==> config.mk <==
export PLATFORM = sky130hd
export DESIGN_NAME = gwm_front
export DESIGN_NICKNAME = d
export VERILOG_FILES = /design/src/design/gwm_pkg.sv /design/src/design/gwm_front.sv
export SDC_FILE = /design/constraint.sdc
export NUM_CORES = 1
export LEC_CHECK = 0
export ABC_AREA = 1
export ABC_CLOCK_PERIOD_IN_PS = 2110
export BUFFER_PORTS_ARGS = -buffer_cell sky130_fd_sc_hd__buf_2
export CORE_MARGIN = 2
export CORE_UTILIZATION = 54
export DETAILED_ROUTE_END_ITERATION = 7
export GPL_TIMING_DRIVEN = 0
export HOLD_SLACK_MARGIN = 0.12
export PLACE_DENSITY = 0.8
export SLEW_MARGIN = 0
export SYNTH_ARGS = -nofsm -noshare
export SYNTH_HDL_FRONTEND = slang
export SYNTH_SLANG_ARGS = --single-unit
==> constraint.sdc <==
create_clock -name clk -period 2.11 [get_ports clk]
set_clock_uncertainty 0.1 [all_clocks]
set_input_delay 0.1055 -clock clk [delete_from_list [all_inputs] [get_ports clk]]
set_output_delay 0.1055 -clock clk [all_outputs]
set_load 0.005 [all_outputs]
==> src/design/gwm_pkg.sv <==
// Shared types, constants and helper functions for the weighted Gram matrix block.
`timescale 1ns / 1ps
package gwm_pkg;
	localparam int MAX_COLS  = 8;
	localparam int COL_W     = $clog2(MAX_COLS);
	localparam int CNT_W     = COL_W + 1;
	localparam int ADDR_W    = 2 * COL_W;
	localparam int SUM_DEPTH = MAX_COLS * MAX_COLS;
	localparam int X_W       = 16;
	localparam int W_W       = 16;
	localparam int SUM_W     = 64;
	localparam int PROD_W    = 2 * X_W;
	localparam int TERM_W    = PROD_W + W_W + 1;

	localparam logic [1:0] MODE_NONE = 2'd0;
	localparam logic [1:0] MODE_ROOT = 2'd1;

	localparam logic [0:0] REG_NUM_COLS    = 1'b0;
	localparam logic [0:0] REG_WEIGHT_MODE = 1'b1;

	typedef logic [MAX_COLS-1:0][X_W-1:0] row_vec_t;

	typedef struct packed {
		row_vec_t         row;
		logic [W_W-1:0]   weight;
		logic [CNT_W-1:0] cols;
		logic [1:0]       mode;
		logic             eom;
	} job_t;

	function automatic logic [CNT_W-1:0] eff_cols(input logic [3:0] n);
		logic [CNT_W-1:0] r;
		if (n == 4'd0)
			r = CNT_W'(1);
		else if (32'(n) > MAX_COLS)
			r = CNT_W'(MAX_COLS);
		else
			r = CNT_W'(n);
		return r;
	endfunction

	function automatic logic [W_W-1:0] eff_weight(input logic [1:0] mode,
		input logic [W_W-1:0] w);
		logic [2*W_W:0]   sq;
		logic [2*W_W-8:0] sh;
		logic [W_W-1:0]   r;
		sq = (2*W_W+1)'(w) * (2*W_W+1)'(w) + (2*W_W+1)'(128);
		sh = sq[2*W_W:8];
		if (mode == MODE_NONE)
			r = W_W'(256);
		else if (mode == MODE_ROOT)
			r = w;
		else if (|sh[2*W_W-8:W_W])
			r = {W_W{1'b1}};
		else
			r = sh[W_W-1:0];
		return r;
	endfunction

	function automatic logic [SUM_W-1:0] sat_add(input logic signed [SUM_W-1:0] a,
		input logic signed [TERM_W-1:0] b);
		logic signed [SUM_W:0] s;
		logic [SUM_W-1:0]      r;
		s = {a[SUM_W-1], a} + (SUM_W+1)'(b);
		if (s[SUM_W] != s[SUM_W-1])
			r = s[SUM_W] ? {1'b1, {(SUM_W-1){1'b0}}} : {1'b0, {(SUM_W-1){1'b1}}};
		else
			r = s[SUM_W-1:0];
		return r;
	endfunction
endpackage

==> src/design/gwm_front.sv <==
// Front end: collects row elements and hands finished rows to the job queue.
`timescale 1ns / 1ps
module gwm_front (
	input  logic                 clk,
	input  logic                 arst_n,
	input  logic                 push,
	output logic                 full,
	input  logic [15:0]          x_value,
	input  logic [15:0]          row_weight,
	input  logic                 end_of_row,
	input  logic                 end_of_matrix,
	input  logic [3:0]           num_cols,
	input  logic [1:0]           weight_mode,
	input  logic                 q_full,
	output logic                 job_push,
	output gwm_pkg::job_t        job
);
	gwm_pkg::row_vec_t             row_q, row_next;
	logic [gwm_pkg::CNT_W-1:0]     col_pos_q, col_next, p;
	logic                          accept, row_end;

	assign full    = q_full;
	assign accept  = push && !q_full;
	assign row_end = end_of_row || end_of_matrix;
	assign p       = gwm_pkg::eff_cols(num_cols);

	always_comb begin
		row_next = row_q;
		col_next = p;
		if (col_pos_q < p) begin
			row_next[col_pos_q[gwm_pkg::COL_W-1:0]] = x_value;
			col_next = col_pos_q + gwm_pkg::CNT_W'(1);
		end
	end

	assign job_push   = accept && row_end;
	assign job.row    = row_next;
	assign job.weight = row_weight;
	assign job.cols   = p;
	assign job.mode   = weight_mode;
	assign job.eom    = end_of_matrix;

	always_ff @(posedge clk or negedge arst_n) begin
		if (!arst_n) begin
			row_q     <= '0;
			col_pos_q <= '0;
		end else if (accept) begin
			if (row_end) begin
				row_q     <= '0;
				col_pos_q <= '0;
			end else begin
				row_q     <= row_next;
				col_pos_q <= col_next;
			end
		end
	end
endmodule

Word level (Yosys, flattened, before mapping). Cells that the tools add are included.

Add/subtract/negate cells: 1. $lt $le $gt $ge: 4. Muxes and demuxes: 9. Reductions and logical operators: 6.

Operators by type and width (count): $mux W128 (2); $bwmux W128 (1); $demux W16 S3 (1); $mux W16 (1); $mux W4 (4); $add A4 B1 Y4 const B (1); $gt A4 B4 Y1 const B (1); $logic_not A4 Y1 (1); $lt A3 B4 Y1 const B (1); $lt A4 B4 Y1 (1); $ge A3 B1 Y1 const B (1); $logic_and A1 B1 Y1 (3); $logic_not A1 Y1 (1); $logic_or A1 B1 Y1 (1).

Register bits after elaboration: 132. Input bits: 44. Output and inout port bits: 153. Word-level logic and storage cells: 29.

Longest topological paths before layout.
Depth after elaboration: 7. Depth in mapped cells: 14. Mapped depth without buffers: 12.

Worst setup path before layout. Ideal clock, no wire load.

Kind: reg2reg. From: reg col_pos_q[3] (netlist name). To: reg row_q[61] (netlist name). Library setup time: 0.066 ns. Arrival time: 1.662 ns. Data required time: 1.944 ns. Setup slack: 0.283 ns. Cell stages (with the launch flop): 9. Path buffers: 2. Clock period less this slack: 1.827 ns. Path through: dfrtp_1 ha_1 a21oi_4 buf_2 buf_2 nand3_1 nand2_2 nand2_1 nand2_1.

RTL lines: start: declaration (line gwm_front.sv:19) `logic [gwm_pkg::CNT_W-1:0] col_pos_q, col_next, p;`; start signal: assignment (line gwm_front.sv:53) `col_pos_q <= col_next;`; end signal: assignment (line gwm_front.sv:52) `row_q <= row_next;`; end: declaration (line gwm_front.sv:18) `gwm_pkg::row_vec_t row_q, row_next;`.

==> run metrics <==
combinational fraction of design power 33.4%; antenna violations before repair 2; Final #Nets 1644; Final Hold Viols 0; routed via count 10700; Die ar. 17700 um^2; WL final 33.6 mm; Final Cell Area 12400 um^2; detailed-placement wirelength estimate 19.5 mm; worst vdd ir 0.000649 V; failing checks negative setup slack; syn_area_per_cell 6.66 um^2; worst path required time 1.90 ns; area delta synth->final 37.5%; pin count of the biggest net entering global routing 79; fin crit period 2.37 ns; Layout Utilization 75.4%; Setup Viol. Count Final 128; worst reg2reg startpoint col_pos_q[3]; grt met1 use 46.8%; setup TNS -19.69 ns; met3 GRT Util 7.76%; gpl congestion 0.866; CTS tree yes; Die W 133 um; Overall Power 0.00880 W; Tightest Hold Check Type input pin to async pin; Syn Nets 1399; Flop pwr share 30.4%; Port Buffer Count 178; global-route wire length before repair 48.7 mm; DR WL/cell 18.4 um; ANT nets after route 0; Pwr Density 711 nW/um^2; Setup crit end kind primary output; H-Tree Depth 4; commonest cells after routing, fill and taps aside nand2_1 (619), buf_2 (164), dfrtp_1 (130); GR peak layer met2; DR DRC count 0; Mapped Cells 1351; Worst R2R Path Depth 12; Fmax 422 MHz; cell internal pwr 0.00573 W; Max Transition Viols Final 0; Cell Rows 47; Yosys reg bits 132; Lkg Pwr 7.16 nW; clk_lat worst skew 0.44 ns; drt via density 5.83; worst setup margin -0.261 ns; Worst Path Max Fanout 10; area leader, netlist dfrtp_1; first-iteration detailed-routing DRC count 1308; Seq/Total Area, Yosys 36.7%; WP data arrival 2.17 ns; top cells by area, synth dfrtp_1 (37%), nand2_1 (27%), nand2_2 (11%), nand3_1 (7.8%), o21ai_0 (7.1%); FILL cells 1126; Setup crit start col_pos_q[2]; vias in the first global route 9249; Clk pwr share 36.2%; Max Root-Sink Buffers 2; Final Cycle Share 112%; clock-pin slew on the worst setup and hold paths 0.06 ns; M2 GR Usage 54.2%; Clock Root Buffer clkbuf_16; GRT overflow 0; sw power 0.00307 W; area share of the leading cell type in the synthesized netlist 36.7%; Worst-Margin Slew 0.790 ns; crit start category register; CTS sink count 132; Max-cap violations 0; reg2reg end row_q[106]; Cell Area, Synth 9000 um^2; core area 16400 um^2; Post-DP Area 10200 um^2; global-route usage over all layers 34.9%; DRT Pass-1 Iters 8; Worst Setup Path Type register to primary output; Starting Density 54.8%; fraction of layout cells with a size suffix above 1 34.3%; RSZ-0062 raised after global routing yes; IO Pins 197; status finished with violations; commonest non-fill, non-tap cell in the layout nand2_1; distinct cell type count after synthesis 22; Slew headroom 47.3%; Seq. cell area 3310 um^2; diode count 0; Reg2Reg Setup Slack 0.05 ns; yosys warns 0; die boundary height 133 um; total CTS buffers 17; multi-input combinational cell area 5440 um^2; sw frac 34.9%
## synth_stat cells
cell type / count
a21oi_4: 1
buf_1: 1
buf_12: 8
buf_2: 46
buf_4: 21
buf_6: 1
buf_8: 1
clkbuf_1: 38
dfrtp_1: 132
ha_1: 4
inv_1: 24
inv_2: 2
nand2_1: 636
nand2_2: 155
nand2_4: 1
nand2_8: 2
nand3_1: 140
nand3b_1: 2
nor2_1: 5
nor3_2: 1
o21ai_0: 128
xnor2_1: 2
## metal layers
layer / part of all wire [%] / wire length (um) / up-vias
li1: - / - / 4735
met1: 36 / 12100 / 4913
met2: 46 / 15400 / 812
met3: 12 / 4070 / 200
met4: 6.2 / 2080 / 4
met5: 0.083 / 28 / -
## power groups by stage
| stage | clock network [W] | logic, W | registers, W |
|---|---|---|---|
| after floorplan | 0 | 0.00139 | 0.00270 |
| after global placement | 0 | 0.00206 | 0.00271 |
| after detailed placement | 0 | 0.00209 | 0.00272 |
| after CTS | 0.00316 | 0.00254 | 0.00267 |
| after global routing | 0.00328 | 0.00308 | 0.00268 |
| final | 0.00318 | 0.00294 | 0.00268 |
## logic make-up (layout without fill, tap and decap cells)
family                     count (synthesis)  after routing  synth area share (%)
AOI/OAI and AO/OA                        129            129                  7.30
xor gates and xnor gates                   2              2                 0.195
adders and majority gates                  4              4                 0.556
buffers and inverters                    142            400                  9.09
DFF                                      132            132                  36.7
and+or+nand+nor                          942            942                  46.1
## sequential cells by signal, indices dropped and copies added, names as in the netlist
register and flops:
col_pos_q 4, row_q 128
## critical path: stages, from the launching register on
cell and delay [ns]:
dfrtp_1 0.41, buf_6 0.20, nand3_2 0.15, buf_2 0.22, o21ai_0 0.28, nand3_1 0.21
nand2_4 0.15, buf_6 0.10
## how the worst max path moves through the flow
stage	to	depth (start not counted)	slack, ns
5_1_grt	job[133]	7	-0.27
3_3_place_gp	row_q[20]	1	-1.08
3_5_place_dp	job[70]	7	-0.16
2_1_floorplan	row_q[61]	8	0.28
6_report	job[133]	7	-0.26
4_1_cts	job[70]	10	-0.14
## through the flow
step,cells,setup slack [ns],hold slack [ns]
finish,1829,-0.261,0.162
global route,1829,-0.265,0.263
CTS,1812,-0.144,0.215
detailed placement,1750,-0.157,0.103
global placement,1749,-1.08,0.277
floorplan,1351,0.283,-0.290
## final cells by class
type                       count  area share, %
multi-input combinational   1077           44.0
sequential                   132           26.7
timing repair buffer         227           13.0
buffer                       115           8.29
clock buffer                  18           3.55
tap                          220           2.22
clock inverter                14           1.46
inverter                      26          0.829
## timing repair
item / in CTS / in global routing
resized for setup: 154 / 148
endpoints found under the hold margin: 91 / 0
hold buffers: 7 / 0
gates cloned: 4 / 3
pin swaps: 9 / 12
setup endpoints to repair: 209 / 185
buffers inserted: 20 / 14
Note: power is estimated with default switching activity, not from simulation.
