<file path="config.mk">
export PLATFORM = sky130hd
export DESIGN_NAME = gwm_job_queue
export DESIGN_NICKNAME = d
export VERILOG_FILES = /design/src/design/gwm_pkg.sv /design/src/design/gwm_job_queue.sv
export SDC_FILE = /design/constraint.sdc
export NUM_CORES = 1
export LEC_CHECK = 0
export BUFFER_PORTS_ARGS = -buffer_cell sky130_fd_sc_hd__buf_4
export CELL_PAD_IN_SITES_DETAIL_PLACEMENT = 0
export CELL_PAD_IN_SITES_GLOBAL_PLACEMENT = 1
export CORE_ASPECT_RATIO = 1.5
export CORE_MARGIN = 2
export CORE_UTILIZATION = 48
export CTS_CLUSTER_DIAMETER = 120
export DETAILED_ROUTE_END_ITERATION = 12
export PLACE_DENSITY = 0.89
export REMOVE_ABC_BUFFERS = 1
export SLEW_MARGIN = 30
export SYNTH_ARGS = -nofsm -noshare
export SYNTH_HDL_FRONTEND = slang
export SYNTH_SLANG_ARGS = --single-unit
export TNS_END_PERCENT = 100
</file>
<file path="constraint.sdc">
create_clock -name clk -period 16.7 [get_ports clk]
set_clock_uncertainty 0.15 [all_clocks]
set_input_delay 3.34 -clock clk [delete_from_list [all_inputs] [get_ports clk]]
set_output_delay 3.34 -clock clk [all_outputs]
set_load 0.1 [all_outputs]
</file>
<file path="src/design/gwm_pkg.sv">
// Shared types, constants and helper functions for the weighted Gram matrix block.
`timescale 1ns / 1ps
package gwm_pkg;
	localparam int MAX_COLS  = 8;
	localparam int COL_W     = $clog2(MAX_COLS);
	localparam int CNT_W     = COL_W + 1;
	localparam int ADDR_W    = 2 * COL_W;
	localparam int SUM_DEPTH = MAX_COLS * MAX_COLS;
	localparam int X_W       = 16;
	localparam int W_W       = 16;
	localparam int SUM_W     = 64;
	localparam int PROD_W    = 2 * X_W;
	localparam int TERM_W    = PROD_W + W_W + 1;

	localparam logic [1:0] MODE_NONE = 2'd0;
	localparam logic [1:0] MODE_ROOT = 2'd1;

	localparam logic [0:0] REG_NUM_COLS    = 1'b0;
	localparam logic [0:0] REG_WEIGHT_MODE = 1'b1;

	typedef logic [MAX_COLS-1:0][X_W-1:0] row_vec_t;

	typedef struct packed {
		row_vec_t         row;
		logic [W_W-1:0]   weight;
		logic [CNT_W-1:0] cols;
		logic [1:0]       mode;
		logic             eom;
	} job_t;

	function automatic logic [CNT_W-1:0] eff_cols(input logic [3:0] n);
		logic [CNT_W-1:0] r;
		if (n == 4'd0)
			r = CNT_W'(1);
		else if (32'(n) > MAX_COLS)
			r = CNT_W'(MAX_COLS);
		else
			r = CNT_W'(n);
		return r;
	endfunction

	function automatic logic [W_W-1:0] eff_weight(input logic [1:0] mode,
		input logic [W_W-1:0] w);
		logic [2*W_W:0]   sq;
		logic [2*W_W-8:0] sh;
		logic [W_W-1:0]   r;
		sq = (2*W_W+1)'(w) * (2*W_W+1)'(w) + (2*W_W+1)'(128);
		sh = sq[2*W_W:8];
		if (mode == MODE_NONE)
			r = W_W'(256);
		else if (mode == MODE_ROOT)
			r = w;
		else if (|sh[2*W_W-8:W_W])
			r = {W_W{1'b1}};
		else
			r = sh[W_W-1:0];
		return r;
	endfunction

	function automatic logic [SUM_W-1:0] sat_add(input logic signed [SUM_W-1:0] a,
		input logic signed [TERM_W-1:0] b);
		logic signed [SUM_W:0] s;
		logic [SUM_W-1:0]      r;
		s = {a[SUM_W-1], a} + (SUM_W+1)'(b);
		if (s[SUM_W] != s[SUM_W-1])
			r = s[SUM_W] ? {1'b1, {(SUM_W-1){1'b0}}} : {1'b0, {(SUM_W-1){1'b1}}};
		else
			r = s[SUM_W-1:0];
		return r;
	endfunction
endpackage

</file>
<file path="src/design/gwm_job_queue.sv">
// Two-entry queue of finished rows between front and back.
`timescale 1ns / 1ps
module gwm_job_queue (
	input  logic          clk,
	input  logic          arst_n,
	input  logic          push,
	input  gwm_pkg::job_t push_job,
	output logic          full,
	input  logic          pop,
	output logic          empty,
	output gwm_pkg::job_t head
);
	gwm_pkg::job_t slot_q [2];
	logic          wptr_q, rptr_q;
	logic [1:0]    count_q;

	assign full  = count_q == 2'd2;
	assign empty = count_q == 2'd0;
	assign head  = slot_q[rptr_q];

	always_ff @(posedge clk) begin
		if (push && !full)
			slot_q[wptr_q] <= push_job;
	end

	always_ff @(posedge clk or negedge arst_n) begin
		if (!arst_n) begin
			wptr_q  <= 1'b0;
			rptr_q  <= 1'b0;
			count_q <= 2'd0;
		end else begin
			if (push && !full)
				wptr_q <= !wptr_q;
			if (pop && !empty)
				rptr_q <= !rptr_q;
			count_q <= count_q + 2'(push && !full) - 2'(pop && !empty);
		end
	end
endmodule

</file>
# After elaboration in Yosys (flattened, before gate mapping)
# Memories as Yosys holds them, arrays and structs flattened.
# Cells that the tools add are included.
[word_totals]
in_bits = 155
output_inout_bits = 153
regBits = 4
memories = 1
wordCells = 16
ramBits = 302
[mem_list]
columns = ["memory", "words", "width", "read_ports", "rd_ports_with_merged_regs", "wr", "line_no", "rtl"]
rows = [
  ["slot_q", 2, 151, 1, 0, 1, "gwm_job_queue.sv:13", "gwm_pkg::job_t slot_q [2];"],
]
[op_classes]
eq_ne = 1
reduce_logical = 7
n_addsub = 2
muxes = 2
[op_table]
columns = ["cell", "count"]
rows = [
  ["$logic_not 1->1", 4],
  ["$add 2x1->2", 1],
  ["$eq 2x2->1 const B", 1],
  ["$logic_and 1x1->1", 2],
  ["$logic_not 2->1", 1],
  ["$mux 1", 2],
  ["$sub 2x1->2", 1],
]

# Longest topological paths before layout
# Gate-level depths: netlist of run 1.
[depth]
depth_word = 5
ltp_mapped = 7
depth_no_buf = 7

# Worst setup path after synthesis of run 1
# No wires, ideal clock.
[synth_path]
kind = "input to register"
startpoint = "input port push"
endpoint = "memory slot_q[0][0] (netlist bit), enable pin"
arrival_time_ns = 9.702
n_path_buf = 0
slack_ns = 6.185
path_stages = 2
required_ns = 15.887
path_cell_list = "nand2_1 > nor2_1"
[synth_between]
elab_chain_cells = 3
[synth_lines]
columns = ["element", "line_no", "rtl"]
rows = [
  ["from (decl)", "gwm_job_queue.sv:6", "input logic push,"],
  ["$logic_and 1x1->1", "gwm_job_queue.sv:22", "if (push && !full)"],
  ["$mux 1", "gwm_job_queue.sv:22", ""],
  ["$mux 1 (not written as such)", "gwm_job_queue.sv:23", "slot_q[wptr_q] <= push_job;"],
  ["to (decl)", "gwm_job_queue.sv:13", ""],
]
# Every way passes these cells.

==> impl_metrics.tcl, run 1 <==
set metrics [dict create \
    run_status "finished clean" \
    cts_tree "yes" \
    grtUsageTotal 0.168 \
    synth_xor_area_frac 0.00307 \
    yosysWarningCount 0 \
    drt_iter0_markers 327 \
    grt_pass1_vias 5759 \
    synth_edf_count 302 \
    synth-adder-area-share 0.00219 \
    synth-simple-area-share 0.00263 \
    syn-cell-area_mm2 0.0114 \
    wire_per_inst_um 19.4 \
    max_slew_margin 0.408 \
    cts.sinks 306 \
    final.min_clock_period_ns 6.51 \
    min_period_over_period 0.390 \
    dr.pass1.iters 4 \
    cts_max_path_buffers 3 \
    r2r_start "count_q[0]$_DFF_PN0_" \
    yosysUniqueCellTypes 15 \
    insertion_delay_ns 0.52 \
    io_buffers 307 \
    synth_top_area_frac 0.794 \
    grt_pass1_wl_mm 31.8 \
    crit_path_end_kind "output port" \
    dieArea_mm2 0.0251 \
    min_path_type "reg -> reg" \
    cts_made_buffers 27 \
    post_cts_resized 0 \
    worst_path_most_repeated_cell "buf_4" \
    synth_seq_cells 306 \
    synth_top_area_cell "edfxtp_1" \
    rows 69 \
    worstPathMaxFanout 54 \
    post_cts_buffers 0 \
    holdBufCountCts 0 \
    io_pins 308 \
    max_stage_delay_ns 0.93 \
    antenna_found_initial 2 \
    met2_length_mm 12.2 \
    rsz0062_at_grt "no" \
    hold_violations 0 \
    setup_viol 0 \
    dieWidth_um 130 \
    required_ns 13.21 \
    syn_inst 488 \
    overflow 0 \
    cts-root-buf "clkbuf_16" \
    worstPathArrival_ns 3.02 \
    via_per_inst 4.87 \
    top_layer_used "met5" \
    ant_nets 0 \
    clkTransAtPathRegs_ns 0.06 \
    fp.dieH_um 193 \
    seq_area_frac_synth 0.803 \
    startpoint_type "register" \
    fin_nets 971 \
    dp_hpwl_mm 15.2 \
    synth_common_cells "edfxtp_1, mux2_4, mux2_2" \
    synth_area_leaders "edfxtp_1, mux2_4, mux2_2" \
    core_region_area_mm2 0.0236 \
    start_util 0.484 \
    synth-async-reset-ratio 0.0131 \
    crit_start "rptr_q$_DFFE_PN0P_" \
    wl_met3_mm 1.65 \
    drv_slew 0 \
    gp_congestion 0.732 \
    vias 5620 \
    layout-drive-gt1-share 0.610 \
    cp_slowest_cell "dfrtp_4" \
    cts_max_level 1 \
    totalNegativeSetupSlack_ns 0 \
    yosysMostFrequentCell "edfxtp_1" \
    synth_mux_area_frac 0.175 \
    avgSynthCellArea_um2 23.4 \
    synth-compound-area-share 0 \
    wl_mm 22.4 \
    synth_top_family_by_area "multiplexers" \
    tightest_slew_ns 0.888 \
    crit_chain "buf_4, mux2_2, buf_4" \
    grt_max_degree 82 \
    area.growth.synth_to_final_pct 30.5 \
    maxCapViolCount 0 \
    m1WireLength_mm 7.47 \
    synthFlopType "edfxtp_1" \
    path_class "reg -> out" \
    whs_ns 0.356 \
    drc 0 \
    max_freq_mhz 154 \
    hp-start "count_q[1]$_DFF_PN0_" \
]
## cells in the final DEF (no fill, tap or decap), types with 2 or more instances in the layout
cell,instances
xnor2_1,3
bufinv_16,2
ha_1,2
mux2_2,71
clkbuf_16,27
clkinv_1,5
clkinv_2,6
edfxtp_1,302
clkinvlp_4,4
dfrtp_1,3
clkbuf_1,3
mux2_4,80
buf_4,312
inv_1,2
## metal layers
layer / vias to the layer above / GRT usage
li1: 2593 / -
met2: 210 / 0.303
met4: 2 / 0.0802
met5: - / 0
met1: 2752 / 0.179
met3: 63 / 0.0480
## metrics by stage
step / area, µm² / std cells / util / worst slack (ns)
after floorplan: 11300 / 471 / - / 6.18
after global placement: 14000 / 1103 / 0.595 / 10.75
after detailed placement: 14100 / 1104 / 0.596 / 10.72
after CTS: 14900 / 1152 / 0.632 / 10.14
after global routing: 14900 / 1152 / 0.632 / 10.06
final: 14900 / 1153 / 0.632 / 10.19
## layout make-up
type / instances / area (µm²)
repair buffers: 314 / 2370
multi-input cells: 163 / 2100
flip-flops and latches: 306 / 9170
clock buffers: 30 / 687
diodes: 1 / 2.50
well taps: 319 / 399
clock inverters: 18 / 148
fillers: 1678 / 8680
inverters: 2 / 7.51
## final timing paths
check                                      endpoint  slack [ns]  depth (start not counted)
min in group asynchronous        rptr_q$_DFFE_PN0P_        2.46                          1
min reg2reg                    count_q[1]$_DFF_PN0_        0.36                          1
max                                       head[144]       10.19                          3
max in group asynchronous        rptr_q$_DFFE_PN0P_       13.82                          1
max reg2reg                slot_q[0][135]$_DFFE_PP_       14.11                          5
min                            count_q[1]$_DFF_PN0_        0.36                          1
## critical path: cells and delay by family (launching register included)
family | cells | cell delay [ns]
buf+inv | 2 | 1.06
flops | 1 | 0.93
mux | 1 | 0.43
## cells by family after synthesis
group,count (synthesis)
XOR/XNOR,4
adder cells (fa/ha/maj),2
buffers and inverters,19
flip-flops,306
multiplexers,151
AND/OR/NAND/NOR,6
## flip-flops by register name, indices dropped and copies added (netlist names)
| signal | flops |
|---|---|
| rptr_q | 1 |
| slot_q | 302 |
| count_q | 2 |
| wptr_q | 1 |
Power of run 1 is not shown: default switching activity piles up to over one toggle a cycle in this logic, so the estimate is an artifact.
==> run 2: changes to the inputs <==
Settings changed: CORE_UTILIZATION 48 to 40, PLACE_DENSITY 0.89 to 0.79.
Clock period 16.7 ns to 5.9 ns, I/O delays scaled along.
==> impl_metrics.tcl, run 2 (synthesis gave the netlist of run 1 again) <==
set metrics [dict create \
    wl_mm 24.1 \
    gp_congestion 0.796 \
    antenna_found_initial 1 \
    dieArea_mm2 0.0299 \
    path_class "reg -> out" \
    regMostFlops "slot_q" \
    via_per_inst 4.74 \
    worstPathMaxFanout 58 \
    place_ws_ns 2.39 \
    maxCapViolCount 0 \
    layout_commonest_cell "buf_4" \
    cts.sinks 306 \
    startpoint_type "register" \
    r2r_slack_ns 3.32 \
    io_pins 308 \
    fin_nets 975 \
    r2r_start "count_q[1]$_DFF_PN0_" \
    cts_max_level 1 \
    cts_max_path_buffers 3 \
    insertion_delay_ns 0.54 \
    rsz0062_at_grt "no" \
    ant_nets 0 \
    drv_slew 0 \
    start_util 0.407 \
    grt_pass1_vias 5854 \
    rows 75 \
    wire_per_inst_um 20.3 \
    cts-root-buf "clkbuf_16" \
    post-route-util 0.539 \
    drt_iter0_markers 257 \
    crit_buf_inv 3 \
    overflow 0 \
    cts_tree "yes" \
    holdBufCountCts 0 \
    area.growth.synth_to_final_pct 32.4 \
    crit_family "buffers and inverters" \
    r2r_cells 3 \
    max_freq_mhz 249 \
    core_region_area_mm2 0.0281 \
    post_cts_buffers 0 \
    final.min_clock_period_ns 4.01 \
    cp_slowest_cell "dfrtp_4" \
    layout-drive-gt1-share 0.609 \
    io_buffers 307 \
    drc 0 \
    required_ns 4.57 \
    grtUsageTotal 0.154 \
    dp_hpwl_mm 16.4 \
    worst_path_most_repeated_cell "buf_12" \
    place_area_mm2 0.0142 \
    min_period_over_period 0.680 \
    dr.pass1.iters 6 \
    run_status "finished clean" \
    cts_made_buffers 29 \
    tightest_slew_ns 0.918 \
    hold_violations 0 \
    top_regs "slot_q x302, count_q x2" \
    vias 5617 \
    crit_path_end_kind "output port" \
    fp.dieH_um 211 \
    grt_pass1_wl_mm 34.1 \
    r2r-end "slot_q[1][65]$_DFFE_PP_" \
    max_slew_margin 0.388 \
    grt_max_degree 64 \
    most-common-layout-cells "buf_4, edfxtp_1, mux2_4" \
    max_stage_delay_ns 0.78 \
    final.setup.worst_slack_ns 1.89 \
    largest_reg_flops 302 \
    setup_viol 0 \
    worstPathArrival_ns 2.68 \
    dieWidth_um 142 \
    min_path_type "in -> async" \
    final_cell_area_mm2 0.0151 \
    post_cts_resized 0 \
    clkTransAtPathRegs_ns 0.06 \
    crit_chain "buf_12, buf_12, mux2_2, buf_4" \
]
## run 2: through the flow
stage / std cells / setup TNS (ns) / hold WS, ns
global route: 1185 / 0 / 0.249
finish: 1186 / 0 / 0.275
global placement: 1131 / 0 / 0.342
detailed placement: 1133 / 0 / 0.348
floorplan: 471 / -483.87 / 0.311
CTS: 1184 / 0 / 0.245
## run 2: routing by layer
metal / track usage / part of all wire / vias to the layer above
met5: 0 / 0 / -
met4: 0.0817 / 0.043 / 0
met3: 0.0311 / 0.051 / 54
met2: 0.284 / 0.56 / 190
met1: 0.164 / 0.35 / 2773
li1: - / - / 2600
## run 2: worst max-delay path by stage
| stage | start | depth (start not counted) | slack (ns) | end |
|---|---|---|---|---|
| 3_5_place_dp | rptr_q$_DFFE_PN0P_ | 4 | 2.39 | head[12] |
| 3_3_place_gp | rptr_q$_DFFE_PN0P_ | 3 | 2.32 | head[12] |
| 5_1_grt | rptr_q$_DFFE_PN0P_ | 4 | 1.75 | head[51] |
| 2_1_floorplan | push | 2 | -2.46 | slot_q[0][0]$_DFFE_PP_ |
| 6_report | rptr_q$_DFFE_PN0P_ | 4 | 1.89 | head[12] |
| 4_1_cts | rptr_q$_DFFE_PN0P_ | 4 | 1.80 | head[12] |
## run 2: area by class of cell
cell class / instances / area, µm²
inverters: 2 / 7.51
flip-flops and latches: 306 / 9170
fillers: 2206 / 12900
repair buffers: 316 / 2440
diodes: 2 / 5.00
multi-input cells: 163 / 2100
well taps: 346 / 433
clock inverters: 18 / 209
clock buffers: 33 / 741
Power of run 2 is left out for the same reason.
